### src/rtl/core/rvx_pkg.sv
// Shared types and constants for the RV32I execute core.
// Opcodes, status codes, pipeline structs. No dependencies.
`default_nettype none
package rvx_pkg;
  localparam int DMEM_BYTES = 4096;
  localparam int DMEM_AW = $clog2(DMEM_BYTES);

  localparam logic [6:0] OP_LUI    = 7'h37;
  localparam logic [6:0] OP_AUIPC  = 7'h17;
  localparam logic [6:0] OP_JAL    = 7'h6F;
  localparam logic [6:0] OP_JALR   = 7'h67;
  localparam logic [6:0] OP_BRANCH = 7'h63;
  localparam logic [6:0] OP_LOAD   = 7'h03;
  localparam logic [6:0] OP_STORE  = 7'h23;
  localparam logic [6:0] OP_IMM    = 7'h13;
  localparam logic [6:0] OP_REG    = 7'h33;
  localparam logic [6:0] OP_SYSTEM = 7'h73;

  localparam logic [1:0] ST_OK      = 2'd0;
  localparam logic [1:0] ST_UNSUPP  = 2'd1;
  localparam logic [1:0] ST_ILLEGAL = 2'd2;

  localparam logic [2:0] LD_B  = 3'd0;
  localparam logic [2:0] LD_H  = 3'd1;
  localparam logic [2:0] LD_W  = 3'd2;
  localparam logic [2:0] LD_BU = 3'd4;
  localparam logic [2:0] LD_HU = 3'd5;

  typedef struct packed {
    logic        we;
    logic [3:0]  be;
    logic [31:0] addr;
    logic [31:0] data;
  } dmem_req_t;

  typedef struct packed {
    logic        pending;
    logic [2:0]  f3;
    logic [1:0]  lane0;
  } load_ctl_t;
endpackage
`default_nettype wire

### src/rtl/core/rvx_regfile.sv
// 32 x 32 register file, synchronous read, without write forwarding.
// Depends on rvx_pkg; valid bits give the all-zero reset.
`default_nettype none
module rvx_regfile
  import rvx_pkg::*;
(
  input  wire logic        clk,
  input  wire logic        rst,
  input  wire logic        re,
  input  wire logic [4:0]  ra1,
  input  wire logic [4:0]  ra2,
  input  wire logic        we,
  input  wire logic [4:0]  wa,
  input  wire logic [31:0] wd,
  output logic [31:0]      rd1,
  output logic [31:0]      rd2
);
  logic [31:0] mem [32];
  logic [31:0] vld;
  logic [31:0] m1, m2;
  logic        v1, v2;

  always_ff @(posedge clk) begin
    if (we) mem[wa] <= wd;
    if (re) begin
      m1 <= mem[ra1];
      m2 <= mem[ra2];
    end
  end

  always_ff @(posedge clk) begin
    if (rst) begin
      vld <= '0;
      v1 <= 1'b0;
      v2 <= 1'b0;
    end else begin
      if (we) vld[wa] <= 1'b1;
      if (re) begin
        v1 <= vld[ra1] && ra1 != 5'd0;
        v2 <= vld[ra2] && ra2 != 5'd0;
      end
    end
  end

  assign rd1 = v1 ? m1 : '0;
  assign rd2 = v2 ? m2 : '0;
endmodule
`default_nettype wire

### config.mk
export PLATFORM = sky130hd
export DESIGN_NAME = rvx_regfile
export DESIGN_NICKNAME = d
export VERILOG_FILES = /design/src/rtl/core/rvx_pkg.sv /design/src/rtl/core/rvx_regfile.sv
export SDC_FILE = /design/constraint.sdc
export NUM_CORES = 1
export LEC_CHECK = 0
export ABC_AREA = 0
export BUFFER_PORTS_ARGS = -buffer_cell sky130_fd_sc_hd__buf_4
export CORE_MARGIN = 2
export CORE_UTILIZATION = 50
export DETAILED_ROUTE_END_ITERATION = 10
export PLACE_DENSITY_LB_ADDON = 0.25
export RECOVER_POWER = 25
export SLEW_MARGIN = 15
export SYNTH_ARGS = -nofsm -noshare
export SYNTH_HDL_FRONTEND = slang
export SYNTH_SLANG_ARGS = --single-unit
### constraint.sdc
create_clock -name clk -period 8.9 [get_ports clk]
set_input_delay 1.335 -clock clk [delete_from_list [all_inputs] [get_ports clk]]
set_output_delay 1.335 -clock clk [all_outputs]
set_load 0.1 [all_outputs]
Yosys cells after proc, flatten, opt, wreduce, memory -nomap -nowiden
Memories as Yosys holds them, arrays and structs flattened. A register that Yosys moved wholly into a read port is not among the register bits.
Cells that the tools add are included.
- flip-flop bits (word level): 34
- bits in latches: 0
- bits in writable memories: 1024
- ROM bits: 0
- bits of input ports: 51
- output and inout port bits: 64
- logic and storage cells: 24
- memories: 1
- memory list (name ; words ; width ; read ports ; clocked after Yosys merged registers in ; write ports ; line ; source):
    mem ; 32 ; 32 ; 2 ; 2 ; 1 ; rvx_regfile.sv:18 ; logic [31:0] mem [32];
- $add $sub $neg: 0
- $mul: 0
- divide/modulo/power cells: 0
- $lt $le $gt $ge: 4
- eq/ne operators: 0
- shifts and indexed selects: 0
- mux-type cells: 10
- bitwise gates (word level): 1
- reductions and logical operators: 5
- operators with widths (kind ; count):
    2-to-1 mux 32 bit ; 2
    bitwise OR 32 bit ; 1
    < comparator 5 x 6 -> 1 bit (second input constant) ; 3
    binary-select mux 1 bit (select 5 bit) ; 2
    nonzero test 5 bit ; 2
    demux 1 bit (select 5 bit) ; 1
    >= comparator 5 x 1 -> 1 bit (second input constant) ; 1
    2-to-1 mux 1 bit ; 5
    logical AND 1 bit ; 3

Longest topological paths before layout
Gate-level depths: netlist (run 1).
- word-level depth: 5
- depth in mapped cells: 7
- depth with buffers taken out: 4

Least setup slack after synthesis (run 1)
Ideal clock, no wire load.
- path kind: in2reg
- start point: in wa[0]
- end point: mem mem[12][0], enable pin
- setup time: 0.423 ns
- arrival time: 3.378 ns
- required time: 8.477 ns
- slack: 5.099 ns
- stages on the path: 3
- path buffers: 1
- cells stage by stage: or3b_2 > clkbuf_1 > nor2_1
- RTL lines (what ; line ; source):
    start, declared ; rvx_regfile.sv:13 ; input wire logic [4:0] wa,
    end, declared ; rvx_regfile.sv:18 ;
Straight into the memory's write port.

==> flow_summary_export.csv, run 1 <==
group,metric,value,unit
worst_setup_path,r2r_cells,4,
placed_design,gp_congestion,0.7729,
detailed_routing,dr.pass1.iters,5,
floorplan,start_util,50.22,%
synth,yosysSeqAreaShare,65.43,%
synth,syn_nets,2481,
final_layout,antenna_cells,0,
pwr,power.density,203.6,mW/mm²
detailed_routing,wl,145100,µm
sta,final.setup.worst_slack,5.008,ns
cts,clkTransAtPathRegs,0.06,ns
placed_design,dp_slack,4.338,ns
final_layout,fill_cells,7443,
sta,worst_pin_slew,1.280,ns
final_layout,drive_gt1_share,35.58,%
worst_setup_path,start_kind,"input port",
hold_path,hold_class,"reg -> reg",
worst_setup_path,ff2ff_setup_slack,6.99,ns
final_layout,multi_input_area,0.01696,mm²
detailed_routing,maxUsedRoutingLayer,"met5",
cts,cts_inserted_buffers,115,
sta,rsz0062_at_grt,"no",
cts,h-tree-depth,3,
global_routing,grt-ovfl-total,0,
worst_setup_path,worstPathArrival,4.30,ns
worst_setup_path,cp_data_required_time,9.31,ns
sta,period_minus_slack,3.892,ns
hold_path,min_to,"vld[1]",
pwr,irDropWorstVdd,160.1,µV
sta,hold_viol_final,0,
worst_setup_path,critPathMaxStageDelay,0.84,ns
floorplan,rows,117,
sta,maxSlewHeadroom,14.66,%
detailed_routing,met3_length,15670,µm
detailed_routing,viasPerCell,6.896,
hold_path,holdPathStages,2,
synth,yosysUniqueCellTypes,35,
synth,netlist_instances,2430,
synth,synth.cell_area,0.05094,mm²
final_layout,final_core_util,55.98,%
worst_setup_path,slowest_stage,"buf_4",
final_layout,nNetsFinal,2582,
worst_setup_path,path_buf_inv,3,
sta,setup_violations,0,
sta,period_share,43.73,%
detailed_routing,initialDrtViolationCount,3737,
detailed_routing,drc,0,
placed_design,dpl.hpwl,76330,µm
cts,numClockSinks,1121,
synth,ys_ff_latch,1121,
cts,worstSkewPairLatency,0.71,ns
worst_setup_path,crit_top_cell,"buf_4",
synth,synth_area_per_cell,20.96,µm²
sta,slew_viol_final,0,
global_routing,grt_first_pass_wirelength,206000,µm
synth,yosysWarnings,0,
cts,cts_resized,0,
worst_setup_path,crit_fanout,54,
floorplan,die_h,323.2,µm
cts,cts_tree,"built",
floorplan,die_w,323.2,µm
detailed_routing,vias,27520,
synth,async_flop_share,0,%
worst_setup_path,cp_cell_sequence,"buf_6 -> buf_4 -> buf_4 -> mux4_2 -> mux2i_1 -> o22a_1 -> o221ai_1",
sta,timing.fmax,0.2569,GHz
worst_setup_path,r2r-start,"v2",
status,status,"completed",
pwr,leakage,18.11,nW
placed_design,port_buffers,114,
global_routing,antenna_found_initial,7,
detailed_routing,drtAntennaViolNets,0,
sta,finalSetupTns,0,ns
cts,ctsHoldBuffers,0,
worst_setup_path,path_delay_family,"buffers and inverters",
detailed_routing,m1WireLength,55630,µm
worst_setup_path,end_kind,"flip-flop",
global_routing,grt.total_usage,28.27,%
floorplan,ioPinCount,115,
cts,cts_setup_buffers,0,
floorplan,core,0.1014,mm²
cts,clk_path_buf_depth,3,
detailed_routing,wl_met2,68720,µm
sta,finClkSkew,0.02447,ns
worst_setup_path,r2r-end,"v2",
hold_path,min_from,"vld[1]",
detailed_routing,wire_per_inst,36.36,µm
cts,cts_root_buf,"clkbuf_16",
synth,synth_top_flop_cell,"edfxtp_1",
global_routing,grt_max_degree,122,
synth,synth_edf_count,1088,
worst_setup_path,critPathKind,"in -> reg",
final_layout,syn2layout_area_growth,11.48,%
global_routing,grt_pass1_vias,28240,
floorplan,die_area,0.1045,mm²
final_layout,regArea,0.03333,mm²
job,cap_violations,0,
-- synthesized netlist by cell type, types with 2 or more instances --
library cell	number	area, µm²
and2_1	64	400.4
o22ai_1	32	200.2
nand3_1	4	20.02
o221ai_1	32	280.3
nand2b_1	2	12.51
a221oi_1	33	289.0
o311a_1	2	20.02
or3b_2	4	35.03
o21bai_1	2	15.01
nand4b_1	2	17.52
o211a_1	2	20.02
edfxtp_1	1088	32670
mux4_2	524	11800
mux2_2	66	743.2
o22a_1	32	280.3
buf_1	14	52.55
clkbuf_1	95	356.6
buf_2	46	230.2
nor2b_1	5	31.28
buf_6	21	236.5
nand3b_1	5	37.54
inv_1	2	7.510
a211oi_1	2	15.01
buf_4	9	67.56
dfxtp_1	33	660.6
nand2_1	3	11.26
nor3_1	2	10.01
mux2i_1	200	2002
a21oi_1	2	10.01
o21ai_0	2	10.01
nor2_1	95	356.6
nor3b_1	2	15.01
-- per-stage QoR --
stage | cells | area, µm² | power, mW | hold slack (ns)
after floorplan | 2430 | 50940 | 6.736 | 0.4515
after global placement | 3782 | 53370 | 7.075 | 0.4626
after detailed placement | 3782 | 53370 | 7.095 | 0.4788
after CTS | 3990 | 56890 | 11.62 | 0.4937
after global routing | 3990 | 56790 | 11.88 | 0.5165
final | 3990 | 56790 | 11.56 | 0.4936
-- area by class of cell --
cell class | count | share of cell area [%]
Clock inverter | 63 | 0.7953
Inverter | 2 | 0.01322
Sequential cell | 1121 | 58.69
Tap cell | 1368 | 3.014
Timing Repair Buffer | 169 | 2.219
Clock buffer | 145 | 5.411
Multi-Input combinational cell | 1122 | 29.86
-- layout by cell type (no fill, tap or decap), types with 3 or more instances in the layout --
master,Yosys,layout
and2_1,64,64
nor2b_1,5,4
clkinv_2,0,22
nand3b_1,5,5
nand2_4,0,3
nor2_4,0,33
mux2i_1,200,200
clkbuf_1,95,51
dfxtp_1,33,32
buf_12,0,4
nand3_1,4,4
buf_8,0,3
mux4_2,524,524
edfxtp_1,1088,1088
clkinv_8,0,3
clkbuf_16,0,117
a221oi_1,33,33
o22ai_1,32,32
mux2_2,66,66
clkinv_1,0,29
o22a_1,32,32
nor2_1,95,62
bufinv_16,0,5
or3b_2,4,4
o221ai_1,32,32
clkbuf_8,0,6
buf_4,9,131
-- report_power, final --
part,internal (mW),leakage (nW),total (mW),switching (mW)
Sequential,5.89,10.1,5.95,0.0576
Clock,2.57,1.74,4.58,2.01
Combinational,0.396,6.26,1.03,0.636
-- logic make-up after synthesis --
logic type             share of synthesized area [%]
DFF                                            65.43
muxes                                          28.55
and+or+nand+nor                                1.884
buffers and inverters                          1.867
AOI/OAI and AO/OA                              2.267
-- metal layers --
layer / vias to the layer above / GRT usage (%)
li1: 10780 / -
met1: 14750 / 40.13
met2: 1663 / 43.91
met3: 316 / 6.267
met4: 12 / 9.478
met5: - / 0
-- worst min-delay path, stage by stage (launching register included) --
cell and delay, ns:
dfxtp_1 0.34, nor2_1 0.05, nor2_1 0.07
-- registers in the layout, indices dropped and copies added (netlist names) --
signal	cells
v1	1
m1	32
m2	32
vld	31
v2	1
mem	1024
-- how the worst max path moves through the flow --
stage,startpoint,to,slack [ns],depth (start not counted)
3_3_place_gp,ra2[1],m2[8],4.38,7
2_1_floorplan,wa[0],mem[12][0],5.10,3
6_report,ra2[1],m2[16],5.01,7
5_1_grt,v2,rd2[1],4.91,2
3_5_place_dp,ra2[1],m2[17],4.34,7
4_1_cts,v2,rd2[1],4.96,2
Power figures use the tool's default switching activity.
==> inputs of run 2 (changes only) <==
Clock period 8.9 ns to 3.9 ns, I/O delays scaled along.
==> run 2 against run 1 <==
- sequential power up 130%
- via count up 0.73%
- final cell count up 1.7%
- final area up 2.0%
- utilization up 1.1 points
- sequential share of layout area down 1.2 points
- setup slack worse by 4.3 ns
- combinational power up 130%
- largest power group unchanged
==> flow_summary_export.csv, run 2 (same netlist as run 1, synthesis figures left out) <==
group,metric,value,unit
final_layout,mostFrequentLayoutCells,"edfxtp_1 (1088), mux4_2 (524), mux2i_1 (200)",
cts,cts_setup_buffers,0,
floorplan,die_h,323.2,µm
worst_setup_path,crit_fanout,21,
floorplan,die_area,0.1045,mm²
worst_setup_path,critPathKind,"reg -> out",
global_routing,antenna_found_initial,7,
sta,rsz0062_at_grt,"no",
final_layout,regMostFlops,"mem",
worst_setup_path,cp_data_required_time,3.31,ns
hold_path,hold_class,"in -> reg",
pwr,irDropWorstVdd,310.3,µV
placed_design,gp_congestion,0.7823,
detailed_routing,initialDrtViolationCount,3688,
sta,maxSlewHeadroom,13.11,%
final_layout,layout_commonest_cell,"edfxtp_1",
pwr,leakage,18.65,nW
final_layout,nNetsFinal,2640,
sta,holdWs,0.2683,ns
detailed_routing,wl,142500,µm
worst_setup_path,critPathMaxStageDelay,0.98,ns
final_layout,largest_reg_flops,1024,
placed_design,place_area,0.05413,mm²
detailed_routing,drc,0,
sta,timing.fmax,0.3117,GHz
pwr,fin_total_pwr,27.39,mW
detailed_routing,dr.pass1.iters,6,
cts,ctsHoldBuffers,0,
cts,clk_path_buf_depth,3,
detailed_routing,vias,27720,
global_routing,grt.total_usage,27.77,%
job,cap_violations,0,
cts,cts_inserted_buffers,115,
sta,finalSetupTns,0,ns
sta,slew_viol_final,0,
final_layout,top_regs,"mem: 1024 flops, m1: 32 flops, m2: 32 flops",
cts,cts_root_buf,"clkbuf_16",
worst_setup_path,cp_cell_sequence,"and2_1 -> buf_4",
worst_setup_path,end_kind,"output port",
final_layout,fill_cells,7345,
cts,cts_resized,0,
sta,period_minus_slack,3.208,ns
floorplan,core,0.1014,mm²
final_layout,drive_gt1_share,38.26,%
floorplan,rows,117,
cts,h-tree-depth,3,
sta,period_share,82.26,%
cts,cts_tree,"built",
sta,hold_viol_final,0,
sta,finClkSkew,0.01343,ns
floorplan,ioPinCount,115,
floorplan,start_util,50.22,%
detailed_routing,wire_per_inst,35.12,µm
placed_design,port_buffers,114,
sta,worst_pin_slew,1.303,ns
worst_setup_path,start_kind,"flip-flop",
status,status,"completed",
global_routing,grt_pass1_vias,28700,
floorplan,die_w,323.2,µm
global_routing,grt_max_degree,100,
sta,setup_violations,0,
detailed_routing,viasPerCell,6.832,
final_layout,syn2layout_area_growth,13.76,%
worst_setup_path,slowest_stage,"dfxtp_2",
global_routing,grt-ovfl-total,0,
cts,worstSkewPairLatency,0.70,ns
global_routing,grt_first_pass_wirelength,204800,µm
pwr,power.density,472.6,mW/mm²
final_layout,post-route-cell-area,0.05795,mm²
cts,numClockSinks,1121,
placed_design,dpl.hpwl,80270,µm
detailed_routing,drtAntennaViolNets,0,
worst_setup_path,worstPathArrival,2.62,ns
cts,clkTransAtPathRegs,0.06,ns
run 2: cell types whose count changed in the layout (fill, tap and decap cells not counted), sizes merged, moves of 4 or more:
cell / previous run / this run
bufinv: 5 / 18
clkbuf: 174 / 156
buf: 140 / 200
inv: 4 / 8
clkinvlp: 1 / 13
clkinv: 55 / 49
run 2: worst paths after layout:
path                                end  cells after the start         from  slack, ns
worst min-delay path            vld[23]                      2          rst       0.27
worst max register to register   m1[12]                      4  mem[31][12]       2.00
worst max-delay path            rd2[31]                      2           v2       0.69
worst min register to register   vld[5]                      2       vld[5]       0.49
run 2: area by class of cell:
class / instances / area (µm²) / area share (%)
Inverter: 2 / 7.507 / 0.01295
Tap cell: 1368 / 1712 / 2.954
Clock buffer: 129 / 2952 / 5.093
Clock inverter: 86 / 960.9 / 1.658
Sequential cell: 1121 / 33330 / 57.52
Multi-Input combinational cell: 1122 / 16930 / 29.21
Antenna cell: 2 / 5.005 / 0.008636
Timing Repair Buffer: 227 / 2053 / 3.543
run 2: where the power goes:
| part | leakage [nW] | internal, mW | switching, mW |
|---|---|---|---|
| registers | 10.1 | 13.4 | 0.132 |
| clock network | 1.90 | 6.65 | 4.75 |
| logic | 6.63 | 0.952 | 1.46 |
| total | 18.6 | 21.0 | 6.34 |
run 2: layer usage:
layer	vias to the layer above	track usage, %	routed length [µm]	share of wire (%)
met3	243	5.065	12940	9.1
met1	15060	38.78	55120	39
met4	8	8.827	3978	2.8
met5	-	0	57	0.040
li1	10910	-	-	-
met2	1491	44.89	70400	49
run 2: stage by stage:
stage / utilization [%] / setup slack [ns] / instances
after floorplan: - / 0.8491 / 2430
after global placement: 53.36 / 0.9414 / 3840
after detailed placement: 53.36 / 0.9565 / 3840
after CTS: 57.21 / 0.7400 / 4055
after global routing: 57.12 / 0.6495 / 4055
final: 57.12 / 0.6920 / 4057
run 2: worst max-delay path: cells and delay by family, from the launching register on:
family	cells	cell delay [ns]
buffers and inverters	1	0.38
flip-flops	1	0.98
AND/OR/NAND/NOR	1	0.55
